==> src/sv/lcm_pkg.sv <==
// Shared constants and types for the set-associative LRU tag store.
// No dependencies; every other file of the block refers to it by scope.
`timescale 1ns / 1ps
`default_nettype none

package lcm_pkg;

  localparam int MAX_SET_BITS_DEF = 6;
  localparam int MAX_WAYS_DEF     = 8;

  localparam int ADDR_W    = 64;
  localparam int STAMP_W   = 64;
  localparam int CNT_W     = 32;
  localparam int OUTCOME_W = 2;

  localparam int CFG_IDX_W  = 2;
  localparam int CFG_DATA_W = 6;

  localparam int SET_BITS_W = 3;
  localparam int WAYS_CFG_W = 4;
  localparam int OFFSET_W   = 6;

  // register indexes on the configuration port
  typedef enum logic [CFG_IDX_W-1:0] {
    CFG_SET_BITS = 2'd0,
    CFG_WAYS     = 2'd1,
    CFG_OFFSET   = 2'd2
  } cfg_idx_t;

  typedef enum logic [OUTCOME_W-1:0] {
    OUT_HIT   = 2'd0,
    OUT_FILL  = 2'd1,
    OUT_EVICT = 2'd2
  } outcome_t;

endpackage

`default_nettype wire

==> src/sv/lcm_split.sv <==
// Address splitter: clamps the configuration and cuts an address into set and tag.
// Depends on lcm_pkg.
`timescale 1ns / 1ps
`default_nettype none

module lcm_split #(
  parameter int MAX_SET_BITS = lcm_pkg::MAX_SET_BITS_DEF,
  parameter int MAX_WAYS     = lcm_pkg::MAX_WAYS_DEF,
  localparam int SIW = (MAX_SET_BITS > 0) ? MAX_SET_BITS : 1,
  localparam int WCW = $clog2(MAX_WAYS + 1)
) (
  input  wire logic [lcm_pkg::ADDR_W-1:0]     address,
  input  wire logic [lcm_pkg::SET_BITS_W-1:0] cfg_set_bits,
  input  wire logic [lcm_pkg::WAYS_CFG_W-1:0] cfg_ways,
  input  wire logic [lcm_pkg::OFFSET_W-1:0]   cfg_offset,
  output logic      [SIW-1:0]                 set_idx,
  output logic      [lcm_pkg::ADDR_W-1:0]     tag,
  output logic      [WCW-1:0]                 ways
);

  localparam logic [3:0] MaxSb = 4'(MAX_SET_BITS);
  localparam logic [5:0] MaxWy = 6'(MAX_WAYS);

  logic [3:0]                  sb;
  logic [6:0]                  tsum;
  logic [5:0]                  cw;
  logic [5:0]                  weff;
  logic [lcm_pkg::ADDR_W-1:0]  shifted;
  logic [lcm_pkg::ADDR_W-1:0]  set_full;

  always_comb begin
    sb       = (4'(cfg_set_bits) > MaxSb) ? MaxSb : 4'(cfg_set_bits);
    shifted  = address >> cfg_offset;
    set_full = shifted & ~({lcm_pkg::ADDR_W{1'b1}} << sb);
    set_idx  = set_full[SIW-1:0];
    tsum     = 7'(cfg_offset) + 7'(sb);
    // a shift of the whole word or more leaves no tag
    tag      = (tsum < 7'd64) ? (address >> tsum) : '0;
    cw       = 6'(cfg_ways);
    if (cw == 6'd0) begin
      weff = 6'd1;
    end else if (cw > MaxWy) begin
      weff = MaxWy;
    end else begin
      weff = cw;
    end
    ways = WCW'(weff);
  end

endmodule

`default_nettype wire

==> config.mk <==
export PLATFORM = sky130hd
export DESIGN_NAME = lcm_split
export DESIGN_NICKNAME = d
export VERILOG_FILES = /design/src/sv/lcm_pkg.sv /design/src/sv/lcm_split.sv
export SDC_FILE = /design/constraint.sdc
export NUM_CORES = 1
export LEC_CHECK = 0
export BUFFER_PORTS_ARGS = -buffer_cell sky130_fd_sc_hd__buf_2
export CORE_ASPECT_RATIO = 0.6
export CORE_MARGIN = 5
export CORE_UTILIZATION = 45
export DETAILED_ROUTE_END_ITERATION = 7
export GPL_TIMING_DRIVEN = 0
export PLACE_DENSITY = 0.68
export SETUP_SLACK_MARGIN = 0.5
export SLEW_MARGIN = 20
export SYNTH_ARGS = -nofsm -noshare
export SYNTH_HDL_FRONTEND = slang
export SYNTH_SLANG_ARGS = --single-unit
==> constraint.sdc <==
create_clock -name vclk -period 3.55
set_input_delay 0.71 -clock vclk [all_inputs]
set_output_delay 0.71 -clock vclk [all_outputs]
set_load 0.02 [all_outputs]
==> run metrics <==
area grow syn2layout=61.2%; Place WS=-1.28 ns; Core Area=14400 um^2; Mapped Cells=686; first-pass GRT wire length=51300 um; RSZ-0062 raised after global routing=true; clock buffer count in the final layout=0; vias per cell=7.44; hold_ws=1.72 ns; Fin. Hold Viols=0; Yosys warning count=0; Pins Over Slew Limit=0; violated checks=setup timing; Fillers=1042; # diodes=0; final setup violation count=62; Peak VDD IR=0.260 mV; Die ar.=17200 um^2; hold-fix buffers at CTS=0; syn nets=767; initial antenna violation count=0; setup ws final=-0.759 ns; Leak=4.12 nW; Pwr per Cell Area=386 nW/um^2; final WL=34700 um; Worst EP required=2.84 ns; Startpoint Class=input pin; Tot GR Track Use=0.379; fin crit period=4.31 ns; Placer Congestion=1.04; via count=8159; kind of critical path=input pin to output pin; share of layout cells above drive strength 1=0.706; Yosys cell types=54; Starting Density=0.456; Worst Hold Class=input pin to output pin; combinational group share of total power=1.000; commonest cells after routing, fill and taps aside=buf_2 (93), mux4_2 (92), mux2i_1 (84); CP Max Fanout=7; Finished Layout Cells=1097; Sequential Area=0 um^2; Net Sw Power=2.23 mW; Reg power frac=0; cell internal pwr=1.86 mW; Die W=166 um; switching fraction of total power=0.545; commonest non-fill, non-tap cell in the layout=buf_2; vias in the first global route=7988; Nets=982; Syn Area/Cell=9.59 um^2; Critical Path AT=3.60 ns; Pre-Repair DR Iteration Count=6; post-synthesis sequential area ratio=0; post-route clock period utilization=1.21; WL/cell=31.6 um; area of the multi-input gates=7820 um^2; status=finished with violations; Routed Antenna Nets=0; part of the power in the clock network=0; Worst Setup End Kind=output pin; Remaining DRCs=0; Site Rows=34; Port Buf Inserts=148; post-DP HPWL=26500 um; Post-Synthesis Cell Area=6580 um^2; DR iter-0 viols=1138; Slew headroom=0.232; worst slew pin tran=1.14 ns; placed cells=1032; I/O pins=151; Vert. Die Dim=104 um; GR Overflow Total=0; sequential cells=0; largest net degree at the start of global routing=11; max_cap viols=0; fmax=232 MHz
Yosys cell counts (2+ instances only):
cell type	instances	area share
nor2b_1	3	0.0029
ha_1	3	0.0057
nand2_1	94	0.054
xnor2_2	3	0.0074
buf_8	2	0.0046
nand2b_1	2	0.0019
xnor2_1	4	0.0053
a22oi_1	19	0.022
and3_1	13	0.012
a311oi_1	5	0.0067
mux4_2	80	0.27
o211ai_1	3	0.0034
xor2_1	2	0.0027
a32oi_1	7	0.0093
buf_1	2	0.0011
and2_1	4	0.0038
inv_1	3	0.0017
nor3_1	10	0.0076
a21o_1	3	0.0034
buf_6	3	0.0051
a211oi_1	7	0.0080
o22ai_1	14	0.013
buf_2	30	0.023
nand3_1	17	0.013
a21boi_0	3	0.0034
a31oi_1	2	0.0019
o31ai_1	2	0.0023
o21ai_0	5	0.0038
nand4_1	3	0.0029
clkbuf_1	15	0.0086
mux2_2	7	0.012
clkbuf_8	6	0.013
nor2_1	30	0.017
a211o_1	3	0.0040
a21oi_1	38	0.029
inv_2	2	0.0011
buf_4	13	0.015
nor2_2	3	0.0029
mux4_1	22	0.088
mux2i_1	185	0.28
metal layers:
metal	routed length (um)	global-route usage	vias to the layer above	share of wire
li1	-	-	3216	-
met4	493	0.0294	0	0.014
met2	13500	0.497	826	0.39
met5	0	0.0145	-	0
met3	6830	0.227	70	0.20
met1	13900	0.551	4047	0.40
cells by family (layout without fill, tap and decap cells):
logic type / count (synthesis) / after routing / synth area share
mux: 295 / 295 / 0.659
simple gates: 183 / 183 / 0.123
compound gates: 117 / 117 / 0.118
buf+inv: 78 / 291 / 0.0761
xor+xnor: 9 / 9 / 0.0154
fa+ha+maj: 4 / 4 / 0.00875
through the flow:
step	utilization	cell area, um^2	setup TNS, ns	power (mW)
5_1_grt	0.735	10600	-40.50	4.19
2_1_floorplan	-	7180	-6.45	1.97
3_3_place_gp	0.566	8160	-60.50	2.79
4_1_cts	0.696	10000	-33.82	3.66
6_report	0.735	10600	-37.87	4.10
3_5_place_dp	0.566	8170	-58.64	2.80
power by group through the flow:
stage | Clock [mW] | Sequential (mW) | Combinational [mW]
finish | 0 | 0 | 4.10
global route | 0 | 0 | 4.19
CTS | 0 | 0 | 3.66
detailed placement | 0 | 0 | 2.80
global placement | 0 | 0 | 2.79
floorplan | 0 | 0 | 1.97
path summary, 6_finish.rpt:
path,start,to,depth (start not counted)
worst max-delay path,cfg_set_bits[2],tag[4],15
worst min-delay path,cfg_ways[3],ways[0],3
critical path, cell delays in order:
cell and delay, ns:
buf_12 0.10, nand2_4 0.06, and2_4 0.14, ha_4 0.13, fa_2 0.45, buf_8 0.17, buf_12 0.14, buf_4 0.14
mux2i_4 0.19, mux2_2 0.30, or2_2 0.31, mux2i_4 0.27, a22oi_2 0.17, a21oi_2 0.18, buf_6 0.13
area by class of cell:
class	count	area share
plain buffers	72	0.0687
inverters	6	0.00212
repair buffers	213	0.168
well taps	198	0.0234
multi-input cells	608	0.737
what timing repair did:
action,in CTS,in global routing
gates cloned,3,0
endpoints found under the setup margin,70,70
setup buffers,48,14
pin swaps,54,34
resized for setup,332,106
(Power assumes the default switching activity.)
